File: config.mk
export PLATFORM = sky130hd
export DESIGN_NAME = unit_suffix_number_parser_flat
export DESIGN_NICKNAME = d
export VERILOG_FILES = /design/src/hdl/usnp_pkg.sv /design/src/hdl/usnp_stream_if.sv /design/src/hdl/usnp_parser.sv /design/src/hdl/usnp_scale.sv /design/src/hdl/usnp_accum.sv /design/src/hdl/unit_suffix_number_parser.sv /design/src/flat_wrapper.sv
export VERILOG_INCLUDE_DIRS = /design/src /design/src/hdl
export SDC_FILE = /design/constraint.sdc
export NUM_CORES = 2
export LEC_CHECK = 0
export ABC_AREA = 1
export CORE_MARGIN = 4
export CORE_UTILIZATION = 67
export DETAILED_ROUTE_END_ITERATION = 10
export DONT_BUFFER_PORTS = 1
export PLACE_DENSITY = 0.84
export SYNTH_ARGS = -nofsm -noshare
export SYNTH_HDL_FRONTEND = slang
export SYNTH_SLANG_ARGS = --single-unit
File: constraint.sdc
create_clock -name clk_i -period 10.6 [get_ports clk_i]
set_clock_uncertainty 0.1 [all_clocks]
set_input_delay 1.59 -clock clk_i [delete_from_list [all_inputs] [get_ports clk_i]]
set_output_delay 1.59 -clock clk_i [all_outputs]
set_load 0.02 [all_outputs]
File: src/hdl/assert_macros.svh
`ifndef ASSERT_MACROS_SVH
`define ASSERT_MACROS_SVH

// Concurrent check on every rising edge of clk_i, switched off while rst_ni is low.
`define USNP_ASSERT(lbl, prop) \
  lbl: assert property (@(posedge clk_i) disable iff (!rst_ni) (prop)) \
    else $error("usnp assertion failed");

// Same-cycle implication.
`define USNP_ASSERT_IMP(lbl, ante, cons) \
  `USNP_ASSERT(lbl, (ante) |-> (cons))

// Next-cycle implication.
`define USNP_ASSERT_NEXT(lbl, ante, cons) \
  `USNP_ASSERT(lbl, (ante) |=> (cons))

`endif

File: src/hdl/usnp_pkg.sv
// ----------------------------------------------------------------------------
// usnp_pkg
// Shared types and constants of the unit suffix number parser.
// ----------------------------------------------------------------------------
package usnp_pkg;

  localparam int UNIT_CHARS_DEFAULT = 6;
  localparam int WORD_W             = 64;
  localparam int FACTOR_W           = 13;
  localparam int SHIFT_W            = 6;
  localparam int CFG_ADDR_W         = 3;
  localparam int CFG_DATA_W         = 32;

  // Register index, taken from the word address bit of paddr.
  localparam logic REG_METRIC_MODE = 1'b0;

  typedef enum logic [1:0] {
    STATUS_OK           = 2'd0,
    STATUS_UNRECOGNISED = 2'd1,
    STATUS_MISSING_MULT = 2'd2
  } status_e;

  typedef struct packed {
    logic [7:0] ch;
    logic       has_char;
    logic       last;
  } in_item_t;

  typedef struct packed {
    logic [WORD_W-1:0] total;
    logic [1:0]        status;
  } out_item_t;

  // One addend: num * factor << shift, dropped when en is low.
  typedef struct packed {
    logic                en;
    logic [WORD_W-1:0]   num;
    logic [SHIFT_W-1:0]  shift;
    logic [FACTOR_W-1:0] factor;
  } ev_t;

  typedef struct packed {
    ev_t     ev1;
    ev_t     ev2;
    logic    last;
    status_e status;
  } parse_item_t;

  typedef struct packed {
    logic [WORD_W-1:0] prod1;
    logic [WORD_W-1:0] prod2;
    logic              last;
    status_e           status;
  } scaled_item_t;

endpackage

File: src/hdl/usnp_stream_if.sv
// ----------------------------------------------------------------------------
// usnp_stream_if
// Valid/ready channel carrying one payload per transfer.
// ----------------------------------------------------------------------------
interface usnp_stream_if #(
  parameter type payload_t = logic
) ();

  logic     valid;
  logic     ready;
  payload_t payload;

  modport source (output valid, output payload, input ready);
  modport sink (input valid, input payload, output ready);

endinterface

File: src/hdl/usnp_parser.sv
// ----------------------------------------------------------------------------
// usnp_parser
// Byte scanner: tokenises the text, matches unit words and emits addends.
// ----------------------------------------------------------------------------
module usnp_parser
  import usnp_pkg::*;
#(
  parameter int MaxUnitChars = UNIT_CHARS_DEFAULT
) (
  input  logic        clk_i,
  input  logic        rst_ni,
  input  logic        mode_i,
  input  logic        in_valid_i,
  input  in_item_t    in_item_i,
  output logic        in_ready_o,
  output logic        item_valid_o,
  output parse_item_t item_o,
  input  logic        item_ready_i
);

  localparam int LenW = $clog2(MaxUnitChars + 2);
  localparam int TextBits = 48;
  localparam int TableSize = 12;

  localparam logic [7:0] CH_ZERO    = 8'h30;
  localparam logic [7:0] CH_NINE    = 8'h39;
  localparam logic [7:0] CH_SPACE   = 8'h20;
  localparam logic [7:0] CH_TAB     = 8'h09;
  localparam logic [7:0] CH_CR      = 8'h0d;
  localparam logic [7:0] CH_UPPER_A = 8'h41;
  localparam logic [7:0] CH_UPPER_Z = 8'h5a;
  localparam logic [7:0] CASE_SHIFT = 8'h20;

  typedef enum logic [1:0] {
    PH_IDLE,
    PH_NUM,
    PH_UNIT
  } phase_e;

  typedef struct packed {
    logic [2:0]          len;
    logic [TextBits-1:0] text;
    logic [SHIFT_W-1:0]  shift;
    logic [FACTOR_W-1:0] factor;
  } unit_entry_t;

  typedef unit_entry_t unit_table_t [TableSize];

  typedef struct packed {
    logic                hit;
    logic [SHIFT_W-1:0]  shift;
    logic [FACTOR_W-1:0] factor;
  } unit_hit_t;

  // Words are stored first character in the low byte, hence written reversed.
  localparam unit_table_t STORAGE_UNITS = '{
    '{3'd1, TextBits'("b"),      6'd0,  13'd1},
    '{3'd4, TextBits'("etyb"),   6'd0,  13'd1},
    '{3'd1, TextBits'("k"),      6'd10, 13'd1},
    '{3'd2, TextBits'("bk"),     6'd10, 13'd1},
    '{3'd1, TextBits'("m"),      6'd20, 13'd1},
    '{3'd2, TextBits'("bm"),     6'd20, 13'd1},
    '{3'd1, TextBits'("g"),      6'd30, 13'd1},
    '{3'd2, TextBits'("bg"),     6'd30, 13'd1},
    '{3'd1, TextBits'("t"),      6'd40, 13'd1},
    '{3'd2, TextBits'("bt"),     6'd40, 13'd1},
    '{3'd1, TextBits'("p"),      6'd50, 13'd1},
    '{3'd2, TextBits'("bp"),     6'd50, 13'd1}
  };

  // Seconds as factor << shift: 60 = 15 << 2, 3600 = 225 << 4,
  // 86400 = 675 << 7, 604800 = 4725 << 7.
  localparam unit_table_t DURATION_UNITS = '{
    '{3'd1, TextBits'("s"),      6'd0,  13'd1},
    '{3'd3, TextBits'("ces"),    6'd0,  13'd1},
    '{3'd6, TextBits'("dnoces"), 6'd0,  13'd1},
    '{3'd1, TextBits'("m"),      6'd2,  13'd15},
    '{3'd3, TextBits'("nim"),    6'd2,  13'd15},
    '{3'd6, TextBits'("etunim"), 6'd2,  13'd15},
    '{3'd1, TextBits'("h"),      6'd4,  13'd225},
    '{3'd4, TextBits'("ruoh"),   6'd4,  13'd225},
    '{3'd1, TextBits'("d"),      6'd7,  13'd675},
    '{3'd3, TextBits'("yad"),    6'd7,  13'd675},
    '{3'd1, TextBits'("w"),      6'd7,  13'd4725},
    '{3'd4, TextBits'("keew"),   6'd7,  13'd4725}
  };

  function automatic unit_hit_t match_unit(input logic [MaxUnitChars-1:0][7:0] chars,
                                           input logic [LenW-1:0] len,
                                           input logic mode);
    unit_table_t                  tab;
    logic [MaxUnitChars-1:0][7:0] key;
    unit_hit_t                    res;
    if (mode) begin
      tab = DURATION_UNITS;
    end else begin
      tab = STORAGE_UNITS;
    end
    res = '0;
    // Mask stale bytes left over from earlier, longer units.
    for (int j = 0; j < MaxUnitChars; j++) begin
      key[j] = (LenW'(j) < len) ? chars[j] : 8'h00;
    end
    for (int i = 0; i < TableSize; i++) begin
      if ((LenW'(tab[i].len) == len) && (int'(tab[i].len) <= MaxUnitChars) &&
          (64'(key) == 64'(tab[i].text))) begin
        res.hit    = 1'b1;
        res.shift  = tab[i].shift;
        res.factor = tab[i].factor;
      end
    end
    return res;
  endfunction

  phase_e                       phase_q, phase_d;
  logic [WORD_W-1:0]            acc_q, acc_d;
  logic                         pend_q, pend_d;
  logic [MaxUnitChars-1:0][7:0] uchars_q, uchars_d;
  logic [LenW-1:0]              ulen_q, ulen_d;
  logic                         seen_q, seen_d;
  status_e                      err_q, err_d;
  logic                         item_valid_q;
  parse_item_t                  item_q, item_d;

  logic      in_fire;
  logic [7:0] c;
  logic [3:0] digit;
  unit_hit_t lk_byte, lk_last;

  assign in_ready_o = !item_valid_q || item_ready_i;
  assign in_fire    = in_valid_i && in_ready_o;

  always_comb begin
    phase_d  = phase_q;
    acc_d    = acc_q;
    pend_d   = pend_q;
    uchars_d = uchars_q;
    ulen_d   = ulen_q;
    seen_d   = seen_q;
    err_d    = err_q;
    item_d   = '0;
    c        = in_item_i.ch;
    digit    = 4'(in_item_i.ch - CH_ZERO);
    lk_byte  = match_unit(uchars_q, ulen_q, mode_i);

    if (in_item_i.has_char) begin
      if ((c == CH_SPACE) || (c inside {[CH_TAB:CH_CR]})) begin
        if (phase_d == PH_UNIT) begin
          if (!lk_byte.hit) begin
            err_d = STATUS_UNRECOGNISED;
          end else if (!seen_d) begin
            err_d = STATUS_MISSING_MULT;
          end else begin
            item_d.ev1 = '{1'b1, acc_d, lk_byte.shift, lk_byte.factor};
          end
          seen_d = 1'b1;
          acc_d  = '0;
          pend_d = 1'b0;
        end
        phase_d = PH_IDLE;
      end else if (c inside {[CH_ZERO:CH_NINE]}) begin
        if (phase_d == PH_UNIT) begin
          if (!lk_byte.hit) begin
            err_d = STATUS_UNRECOGNISED;
          end else if (!seen_d) begin
            err_d = STATUS_MISSING_MULT;
          end else begin
            item_d.ev1 = '{1'b1, acc_d, lk_byte.shift, lk_byte.factor};
          end
          seen_d  = 1'b1;
          acc_d   = '0;
          pend_d  = 1'b0;
          phase_d = PH_IDLE;
        end
        if (phase_d != PH_NUM) begin
          // Previous number had no unit: count it once.
          if (pend_d) begin
            item_d.ev1 = '{1'b1, acc_d, SHIFT_W'(0), FACTOR_W'(1)};
          end
          acc_d   = '0;
          pend_d  = 1'b1;
          seen_d  = 1'b1;
          phase_d = PH_NUM;
        end
        acc_d = (acc_d << 3) + (acc_d << 1) + WORD_W'(digit);
      end else begin
        if (phase_d != PH_UNIT) begin
          if (!pend_d) begin
            acc_d = '0;
          end
          pend_d  = 1'b0;
          ulen_d  = '0;
          phase_d = PH_UNIT;
        end
        if (c inside {[CH_UPPER_A:CH_UPPER_Z]}) begin
          c = c + CASE_SHIFT;
        end
        for (int j = 0; j < MaxUnitChars; j++) begin
          if (ulen_d == LenW'(j)) begin
            uchars_d[j] = c;
          end
        end
        // Saturate one past the limit to mark an over-long unit.
        if (ulen_d <= LenW'(MaxUnitChars)) begin
          ulen_d = ulen_d + LenW'(1);
        end
      end
    end

    lk_last = match_unit(uchars_d, ulen_d, mode_i);

    if (in_item_i.last) begin
      if (phase_d == PH_UNIT) begin
        if (!lk_last.hit) begin
          err_d = STATUS_UNRECOGNISED;
        end else if (!seen_d) begin
          err_d = STATUS_MISSING_MULT;
        end else begin
          item_d.ev2 = '{1'b1, acc_d, lk_last.shift, lk_last.factor};
        end
        pend_d = 1'b0;
      end
      if (pend_d) begin
        item_d.ev2 = '{1'b1, acc_d, SHIFT_W'(0), FACTOR_W'(1)};
      end
      item_d.last   = 1'b1;
      item_d.status = err_d;
      phase_d = PH_IDLE;
      acc_d   = '0;
      pend_d  = 1'b0;
      ulen_d  = '0;
      seen_d  = 1'b0;
      err_d   = STATUS_OK;
    end
  end

  always_ff @(posedge clk_i or negedge rst_ni) begin
    if (!rst_ni) begin
      phase_q      <= PH_IDLE;
      acc_q        <= '0;
      pend_q       <= 1'b0;
      ulen_q       <= '0;
      seen_q       <= 1'b0;
      err_q        <= STATUS_OK;
      item_valid_q <= 1'b0;
    end else begin
      if (in_fire) begin
        phase_q      <= phase_d;
        acc_q        <= acc_d;
        pend_q       <= pend_d;
        ulen_q       <= ulen_d;
        seen_q       <= seen_d;
        err_q        <= err_d;
        item_valid_q <= 1'b1;
      end else if (item_ready_i) begin
        item_valid_q <= 1'b0;
      end
    end
  end

  always_ff @(posedge clk_i) begin
    if (in_fire) begin
      uchars_q <= uchars_d;
      item_q   <= item_d;
    end
  end

  assign item_valid_o = item_valid_q;
  assign item_o       = item_q;

endmodule

File: src/hdl/usnp_scale.sv
// ----------------------------------------------------------------------------
// usnp_scale
// Multiplies each addend by its unit factor and applies the unit shift.
// ----------------------------------------------------------------------------
module usnp_scale
  import usnp_pkg::*;
(
  input  logic         clk_i,
  input  logic         rst_ni,
  input  logic         item_valid_i,
  input  parse_item_t  item_i,
  output logic         item_ready_o,
  output logic         scaled_valid_o,
  output scaled_item_t scaled_o,
  input  logic         scaled_ready_i
);

  function automatic logic [WORD_W-1:0] scale_ev(input ev_t ev);
    logic [WORD_W+FACTOR_W-1:0] full;
    full = ev.num * ev.factor;
    return ev.en ? (full[WORD_W-1:0] << ev.shift) : '0;
  endfunction

  logic         scaled_valid_q;
  scaled_item_t scaled_q, scaled_d;
  logic         fire;

  assign item_ready_o = !scaled_valid_q || scaled_ready_i;
  assign fire         = item_valid_i && item_ready_o;

  always_comb begin
    scaled_d.prod1  = scale_ev(item_i.ev1);
    scaled_d.prod2  = scale_ev(item_i.ev2);
    scaled_d.last   = item_i.last;
    scaled_d.status = item_i.status;
  end

  always_ff @(posedge clk_i or negedge rst_ni) begin
    if (!rst_ni) begin
      scaled_valid_q <= 1'b0;
    end else if (fire) begin
      scaled_valid_q <= 1'b1;
    end else if (scaled_ready_i) begin
      scaled_valid_q <= 1'b0;
    end
  end

  always_ff @(posedge clk_i) begin
    if (fire) begin
      scaled_q <= scaled_d;
    end
  end

  assign scaled_valid_o = scaled_valid_q;
  assign scaled_o       = scaled_q;

endmodule

File: src/hdl/usnp_accum.sv
// ----------------------------------------------------------------------------
// usnp_accum
// Running sum of scaled addends and the result register.
// ----------------------------------------------------------------------------
`include "assert_macros.svh"

module usnp_accum
  import usnp_pkg::*;
(
  input  logic         clk_i,
  input  logic         rst_ni,
  input  logic         scaled_valid_i,
  input  scaled_item_t scaled_i,
  output logic         scaled_ready_o,
  output logic         out_valid_o,
  output out_item_t    out_o,
  input  logic         out_ready_i
);

  logic [WORD_W-1:0] total_q;
  logic [WORD_W-1:0] sum;
  logic              out_valid_q;
  logic [WORD_W-1:0] out_total_q;
  status_e           out_status_q;
  logic              take;

  // Only the final transfer of a string needs room in the result register.
  assign scaled_ready_o = !scaled_i.last || !out_valid_q || out_ready_i;
  assign take           = scaled_valid_i && scaled_ready_o;
  assign sum            = total_q + scaled_i.prod1 + scaled_i.prod2;

  always_ff @(posedge clk_i or negedge rst_ni) begin
    if (!rst_ni) begin
      total_q     <= '0;
      out_valid_q <= 1'b0;
    end else begin
      if (take) begin
        total_q <= scaled_i.last ? '0 : sum;
      end
      if (take && scaled_i.last) begin
        out_valid_q <= 1'b1;
      end else if (out_ready_i) begin
        out_valid_q <= 1'b0;
      end
    end
  end

  always_ff @(posedge clk_i) begin
    if (take && scaled_i.last) begin
      out_total_q  <= (scaled_i.status == STATUS_OK) ? sum : '0;
      out_status_q <= scaled_i.status;
    end
  end

  assign out_valid_o  = out_valid_q;
  assign out_o.total  = out_total_q;
  assign out_o.status = out_status_q;

  `USNP_ASSERT_IMP(a_error_zero_total, out_valid_q && (out_status_q != STATUS_OK),
                   out_total_q == '0)
  `USNP_ASSERT_NEXT(a_last_clears_sum, take && scaled_i.last, total_q == '0)
  `USNP_ASSERT_NEXT(a_last_gives_result, take && scaled_i.last, out_valid_q)

endmodule

File: src/hdl/unit_suffix_number_parser.sv
// ----------------------------------------------------------------------------
// unit_suffix_number_parser
// Result path: the transfer of the last byte loads the scan register, then the
//   scale register and then the result register take the item in turn.
// Throughput: one byte per cycle; stalls only when a finished result waits
//   in the result register and another string end arrives behind it.
// Reset: asynchronous, clears the parse state (not the stored unit bytes), the running sum and metric_mode.
// ----------------------------------------------------------------------------
module unit_suffix_number_parser
  import usnp_pkg::*;
#(
  parameter int MaxUnitChars = UNIT_CHARS_DEFAULT
) (
  input  logic                  clk_i,
  input  logic                  rst_ni,
  usnp_stream_if.sink           in_i,
  usnp_stream_if.source         out_o,
  input  logic                  psel,
  input  logic                  penable,
  input  logic                  pwrite,
  input  logic [CFG_ADDR_W-1:0] paddr,
  input  logic [CFG_DATA_W-1:0] pwdata,
  output logic [CFG_DATA_W-1:0] prdata,
  output logic                  pready
);

  logic         metric_mode_q;
  logic         cfg_write;

  logic         parse_valid;
  parse_item_t  parse_item;
  logic         parse_ready;
  logic         scaled_valid;
  scaled_item_t scaled_item;
  logic         scaled_ready;
  in_item_t     in_item;
  out_item_t    out_item;

  assign pready    = 1'b1;
  assign cfg_write = psel && penable && pwrite && (paddr[2] == REG_METRIC_MODE);

  always_ff @(posedge clk_i or negedge rst_ni) begin
    if (!rst_ni) begin
      metric_mode_q <= 1'b0;
    end else if (cfg_write) begin
      metric_mode_q <= pwdata[0];
    end
  end

  always_comb begin
    case (paddr[2])
      REG_METRIC_MODE: prdata = CFG_DATA_W'(metric_mode_q);
      default:         prdata = '0;
    endcase
  end

  assign in_item = in_i.payload;

  usnp_parser #(
    .MaxUnitChars(MaxUnitChars)
  ) u_parser (
    .clk_i       (clk_i),
    .rst_ni      (rst_ni),
    .mode_i      (metric_mode_q),
    .in_valid_i  (in_i.valid),
    .in_item_i   (in_item),
    .in_ready_o  (in_i.ready),
    .item_valid_o(parse_valid),
    .item_o      (parse_item),
    .item_ready_i(parse_ready)
  );

  usnp_scale u_scale (
    .clk_i         (clk_i),
    .rst_ni        (rst_ni),
    .item_valid_i  (parse_valid),
    .item_i        (parse_item),
    .item_ready_o  (parse_ready),
    .scaled_valid_o(scaled_valid),
    .scaled_o      (scaled_item),
    .scaled_ready_i(scaled_ready)
  );

  usnp_accum u_accum (
    .clk_i         (clk_i),
    .rst_ni        (rst_ni),
    .scaled_valid_i(scaled_valid),
    .scaled_i      (scaled_item),
    .scaled_ready_o(scaled_ready),
    .out_valid_o   (out_o.valid),
    .out_o         (out_item),
    .out_ready_i   (out_o.ready)
  );

  assign out_o.payload = out_item;

endmodule

File: src/flat_wrapper.sv
// flat-port wrapper written by rule: the top's interface ports become plain ports
module unit_suffix_number_parser_flat import usnp_pkg::*;
#(
  parameter int MaxUnitChars = UNIT_CHARS_DEFAULT
)
  (clk_i, rst_ni, psel, penable, pwrite, paddr, pwdata, prdata, pready, in_i_valid, in_i_payload, in_i_ready, out_o_valid, out_o_payload, out_o_ready);
  usnp_stream_if #(.payload_t(in_item_t)) in_i_i ();
  usnp_stream_if #(.payload_t(out_item_t)) out_o_i ();
  input  logic clk_i;
  input  logic rst_ni;
  input  logic psel;
  input  logic penable;
  input  logic pwrite;
  input  logic [CFG_ADDR_W-1:0] paddr;
  input  logic [CFG_DATA_W-1:0] pwdata;
  output logic [CFG_DATA_W-1:0] prdata;
  output logic pready;
  input wire logic [$bits(in_i_i.valid)-1:0] in_i_valid;
  input wire logic [$bits(in_i_i.payload)-1:0] in_i_payload;
  output wire logic [$bits(in_i_i.ready)-1:0] in_i_ready;
  output wire logic [$bits(out_o_i.valid)-1:0] out_o_valid;
  output wire logic [$bits(out_o_i.payload)-1:0] out_o_payload;
  input wire logic [$bits(out_o_i.ready)-1:0] out_o_ready;
  assign in_i_i.valid = in_i_valid;
  assign in_i_i.payload = in_i_payload;
  assign in_i_ready = in_i_i.ready;
  assign out_o_valid = out_o_i.valid;
  assign out_o_payload = out_o_i.payload;
  assign out_o_i.ready = out_o_ready;
  unit_suffix_number_parser #(.MaxUnitChars(MaxUnitChars)) u_core (.clk_i(clk_i), .rst_ni(rst_ni), .in_i(in_i_i), .out_o(out_o_i), .psel(psel), .penable(penable), .pwrite(pwrite), .paddr(paddr), .pwdata(pwdata), .prdata(prdata), .pready(pready));
endmodule
# Word-level counts from Yosys, hierarchy flattened
# Index checks and enable logic that the tools add are counted.
# classes
n_reduce_logical	73
multipliers	2
bitwise_logic	5
eq_ne	58
magnitude_cmp	31
add_sub_neg	7
muxes	125
shift	2
# ops
cell	count
$eq A48 B48 Y1	24
$mux W84	11
$mux W794	1
$mux W64	8
$mux W20	24
$mux W63	4
$add A64 B64 Y64	3
$mux W8	19
$mux W48	3
$mul A64 B13 Y64	2
$shl A64 B6 Y64	2
$eq A3 B3 Y1	22
$add A64 B4 Y64	1
$logic_and A1 B1 Y1	58
$mux W2	20
$le A3 B3 Y1 const B	12
$mux W3	10
$mux W1	25
$lt A1 B3 Y1 const A	4
$lt A2 B3 Y1 const A	4
$lt A3 B3 Y1 const A	4
$add A8 B6 Y8 const B	1
$eq A8 B6 Y1 const B	1
$ge A8 B4 Y1 const B	1
22 further kinds	39
# word_totals
input_bits	52
output_inout_bits	101
ff_bits	557
word_cells	337

# Depth between registers and ports, before layout
# logic_depth
depth_word	30
ltp_mapped	40
depth_no_buf	36

# Modules after synthesis
# From an unflattened synthesis, not the netlist that was laid out.
# unflattened
cells_unflattened	14051
hier_area_um2	96426.2
# modules_own_cells
mod	area_per_inst_um2	instances	cells_per_inst	seq_area_each_um2
usnp_scale	63290.7	1	9501	3958.8
usnp_parser	21080.2	1	2802	8067.7
usnp_accum	11741.3	1	1703	3608.5
unit_suffix_number_parser	314.1	1	45	25.0

# Least setup slack after synthesis
# No wires, ideal clock.
# synth_path
kind	in2reg
from	in out_o_ready
to	reg u_core.u_parser.item_q (netlist bit u_core.u_parser.item_o[0]), enable pin
setup_ns	0.653
path_stages	7
required_ns	9.847
slack_ns	1.914
n_path_buf	1
arrival_ns	7.933
path_cell_list	inv_1 nand3_1 nor2_1 inv_1 nor2_1 nor2_1 clkbuf_1
# synth_between
elab_chain_len	4
# synth_lines
element	line_no	rtl
start, declared	flat_wrapper.sv:23	input wire logic [$bits(out_o_i.ready)-1:0] out_o_ready;
$logic_or A1 B1 Y1	usnp_accum.sv:28	assign scaled_ready_o = !scaled_i.last || !out_valid_q || out_ready_i;
$logic_or A1 B1 Y1	usnp_scale.sv:28	assign item_ready_o = !scaled_valid_q || scaled_ready_i;
$logic_or A1 B1 Y1	usnp_parser.sv:130	assign in_ready_o = !item_valid_q || item_ready_i;
$logic_and A1 B1 Y1	usnp_parser.sv:131	assign in_fire = in_valid_i && in_ready_o;
net u_core.u_parser.in_fire	usnp_parser.sv:125	logic in_fire;
end signal, assigned	usnp_parser.sv:264	item_q <= item_d;
end, declared	usnp_parser.sv:123	parse_item_t item_q, item_d;
# The timed path passes the listed nets, and every way through them passes these cells.
# A chain may end at the register's enable or synchronous reset.

# Worst setup path after layout
# layout_path
from	reg u_core.u_parser.item_q (netlist bit u_core.u_parser.item_o[88])
to	reg u_core.u_scale.scaled_q (netlist bit u_core.u_scale.scaled_o[130]), data pin
# layout_between
elab_chain_len	2
# layout_lines
element	line_no	rtl
$mul A64 B13 Y64	usnp_scale.sv:20	full = ev.num * ev.factor;
$shl A64 B6 Y64	usnp_scale.sv:21	return ev.en ? (full[WORD_W-1:0] << ev.shift) : '0;
end signal, assigned	usnp_scale.sv:50	scaled_q <= scaled_d;
end, declared	usnp_scale.sv:25	scaled_item_t scaled_q, scaled_d;
# Every way passes these cells.

==> impl_metrics.csv <==
group,metric,value,unit
synth,ys_async_sr_fraction,25.9,%
run_status,status,"complete, no violations",
route,route.met3.wl,29900,um
route,finalWirelength,278000,um
worst_hold_path,min-delay-path-class,"flip-flop to flip-flop",
synth,synthesis.area_per_instance,7.31,um^2
synth,synth_simple_gate_area_share,23.7,%
worst_setup_path,worst-path-max-fanout,14,
route,dr.first_iter.drc_count,10283,
floorplan,die_height,359,um
clock_tree,cts_buffers,66,
synth,netlist_top_cells_area,"fa_1, edfxtp_1, nand2_1",
timing,final-hold-violation-count,0,
timing,drv_slew,0,
grt,antenna_found_initial,9,
timing,tns,0,ps
synth,synthesized_flop_and_latch_total,545,
power_and_ir_drop,p_leak,46.1,nW
route,average_via_count_per_standard_cell,6.13,
clock_tree,ctsRootBufferMaster,"clkbuf_16",
timing,fmaxAchievable,0.122,GHz
timing,slew-limit-headroom,14.4,%
clock_tree,register_clock_pin_slew_on_the_reported_worst_setup_and_hold_paths,60,ps
route,top_signal_layer_used,"met5",
worst_setup_path,cp_common_cell,"fa_1",
power_and_ir_drop,power_per_cell_area,164,nW/um^2
grt,grt_overflow_total,0,
route,detail_route.wl_per_cell,22.0,um
floorplan,placement_rows,128,
synth,ys_flop_type,"edfxtp_1",
grt,grt_max_degree,142,
synth,synthesis.area,82700,um^2
worst_setup_path,worst-endpoint-required,10860,ps
grt,first_global_vias,77988,
synth,synth_seq_area_share,18.9,%
route,dr_total_vias,77553,
worst_setup_path,worstPathArrival,8440,ps
route,drcViolationCount,0,
placement,numPortBuffers,0,
clock_tree,post_cts_resize_count,0,
floorplan,die_span_x,359,um
route,detail-route-antenna-nets,0,
cells_and_area,syn2layout_area_growth,3.36,%
placement,gp_congestion,1.05,
grt,grt_first_pass_wirelength,433000,um
job,maxcap_violations,0,
timing,timing.hold.ws,328,ps
cells_and_area,drive_above_1_share,2.79,%
grt,grt_usage,42.6,%
timing,final-setup-viol-count,0,
cells_and_area,num-fill-cells,9683,
worst_setup_path,worst_setup_path_start_kind,"flip-flop",
clock_tree,clock_tree_from_tritoncts,"done",
worst_setup_path,crit_slowest_cell,"edfxtp_1",
synth,largest_family_of_logic_cells_by_synthesized_area,"adder cells",
clock_tree,clockBufferDepth,3,
timing,grt_setup_unrepaired,"no",
timing,tightestPinTransition,1280,ps
worst_setup_path,cp.buffers_inverters,4,
synth,xor_xnor_fraction_of_synth_area,2.28,%
floorplan,initial_core_util,67.7,%
timing,final_period_minus_worst_setup_slack,8180,ps
placement,post-dp-hpwl,224000,um
worst_setup_path,worst_path_dominant_cell_family,"adder cells",
route,met1_length,102000,um
floorplan,fp.dieArea,129000,um^2
synth,synth_edf_count,404,
synth,netlist.area_leader.share,23.4,%
synth,synthDistinctLibCells,68,
clock_tree,post_cts_hold_buffer_count,0,
clock_tree,clock_insertion_delay_worst_skew,680,ps
synth,top_cells_by_count_synth,"nand2_1, inv_1, fa_1, nand3_1, nor2_1",
clock_tree,post-cts-setup-buffers,0,
synth,synth_mux_area_share,0.133,%
floorplan,ios,153,
clock_tree,cts_max_level,3,
synth,count_of_mapped_cells_out_of_synthesis,11324,
route,routed-wl-met2,125000,um
synth,synth_compound_area_share,9.77,%
synth,most_frequent_cell_after_synthesis,"nand2_1",
cells_and_area,final_net_count,12549,
worst_setup_path,worstSetupEndpointType,"flip-flop",
timing,timing.final.crit_share,77.2,%
clock_tree,cts.sink_count,545,
synth,yosysWarningCount,0,
worst_setup_path,crit_type,"flip-flop to flip-flop",
floorplan,core_region_area,122000,um^2
synth,synth_top_area_cell,"fa_1",
worst_setup_path,slowest_delay,940,ps
synth,yosys.area_share.adder,32.0,%
route,dr.pass1.iters,8,
power_and_ir_drop,peakVddDrop,0.196,mV
[placed cells by master (no fill, tap or decap), types with 69 or more instances in the layout]
cell / instances
a21oi_1: 498
a31oi_1: 95
buf_4: 72
dfrtp_1: 140
edfxtp_1: 404
fa_1: 966
ha_1: 569
inv_1: 2283
nand2_1: 2726
nand3_1: 864
nand4_1: 79
nor2_1: 842
o21ai_0: 518
o22ai_1: 69
xnor2_1: 69
xor2_1: 146
[flip-flops by register name (all words and copies together) (netlist names), 2 cells and up]
name                         count
u_core.u_accum.out_status_q      2
u_core.u_accum.out_total_q      64
u_core.u_accum.total_q          64
u_core.u_parser.acc_q           64
u_core.u_parser.err_q            2
u_core.u_parser.item_o         159
u_core.u_parser.phase_q          2
u_core.u_parser.uchars_q        48
u_core.u_parser.ulen_q           3
u_core.u_scale.scaled_o        131
[final timing paths]
| path | start | depth (start not counted) | slack, ps | endpoint |
|---|---|---|---|---|
| setup / recovery | u_core.u_parser.item_o[88] | 25 | 2420 | u_core.u_scale.scaled_o[130] |
| hold / removal | u_core.u_parser.item_o[1] | 0 | 330 | u_core.u_scale.scaled_o[1] |
| setup reg to reg | u_core.u_parser.item_o[88] | 25 | 2420 | u_core.u_scale.scaled_o[130] |
| hold reg to reg | u_core.u_parser.item_o[1] | 0 | 330 | u_core.u_scale.scaled_o[1] |
| max in group asynchronous | rst_ni | 0 | 9310 | u_core.u_accum.out_valid_o |
| min in group asynchronous | rst_ni | 0 | 530 | u_core.metric_mode_q |
[per-layer routing]
layer  vias up  GRT usage, %
met3      1217          7.91
met5         -             0
met4         4          25.4
met1     36770          54.6
li1      34556             -
met2      5006          68.0
[layout make-up]
cell class | count | area, um^2 | area share (%)
antenna | 3 | 7.51 | 0.00878
clock buffer | 86 | 1800 | 2.10
clock inverter | 35 | 424 | 0.496
inverter | 2309 | 8670 | 10.1
multi-input combinational | 7965 | 56300 | 65.9
sequential | 545 | 15700 | 18.3
tap | 1625 | 2030 | 2.38
timing repair buffer | 75 | 601 | 0.702
[report_power, final]
part	internal [mW]	switching, mW
logic	2.77	5.97
clock network	1.35	1.02
registers	2.61	0.347
[kinds of logic (layout without fill, tap and decap cells)]
kind of cell / count (synthesis) / after routing
DFF: 545 / 545
other: 2 / 35
buffers and inverters: 2844 / 2505
AOI/OAI and AO/OA: 1438 / 1438
muxes: 11 / 11
and+or+nand+nor: 4734 / 4734
adders and majority gates: 1535 / 1535
xor gates and xnor gates: 215 / 215
[metrics by stage]
step / setup WS, ps / area (um^2) / power [mW] / cells / utilization [%]
6_report: 2420 / 85500 / 14.1 / 12643 / 70.0
5_1_grt: 2040 / 85500 / 15.1 / 12641 / 70.0
4_1_cts: 2790 / 85500 / 13.8 / 12640 / 70.0
3_5_place_dp: 2870 / 83300 / 11.5 / 12519 / 68.2
3_3_place_gp: 3000 / 83300 / 11.2 / 12519 / 68.2
2_1_floorplan: 1910 / 82800 / 8.87 / 11354 / -
No activity file was read; power rests on OpenSTA's default activity.
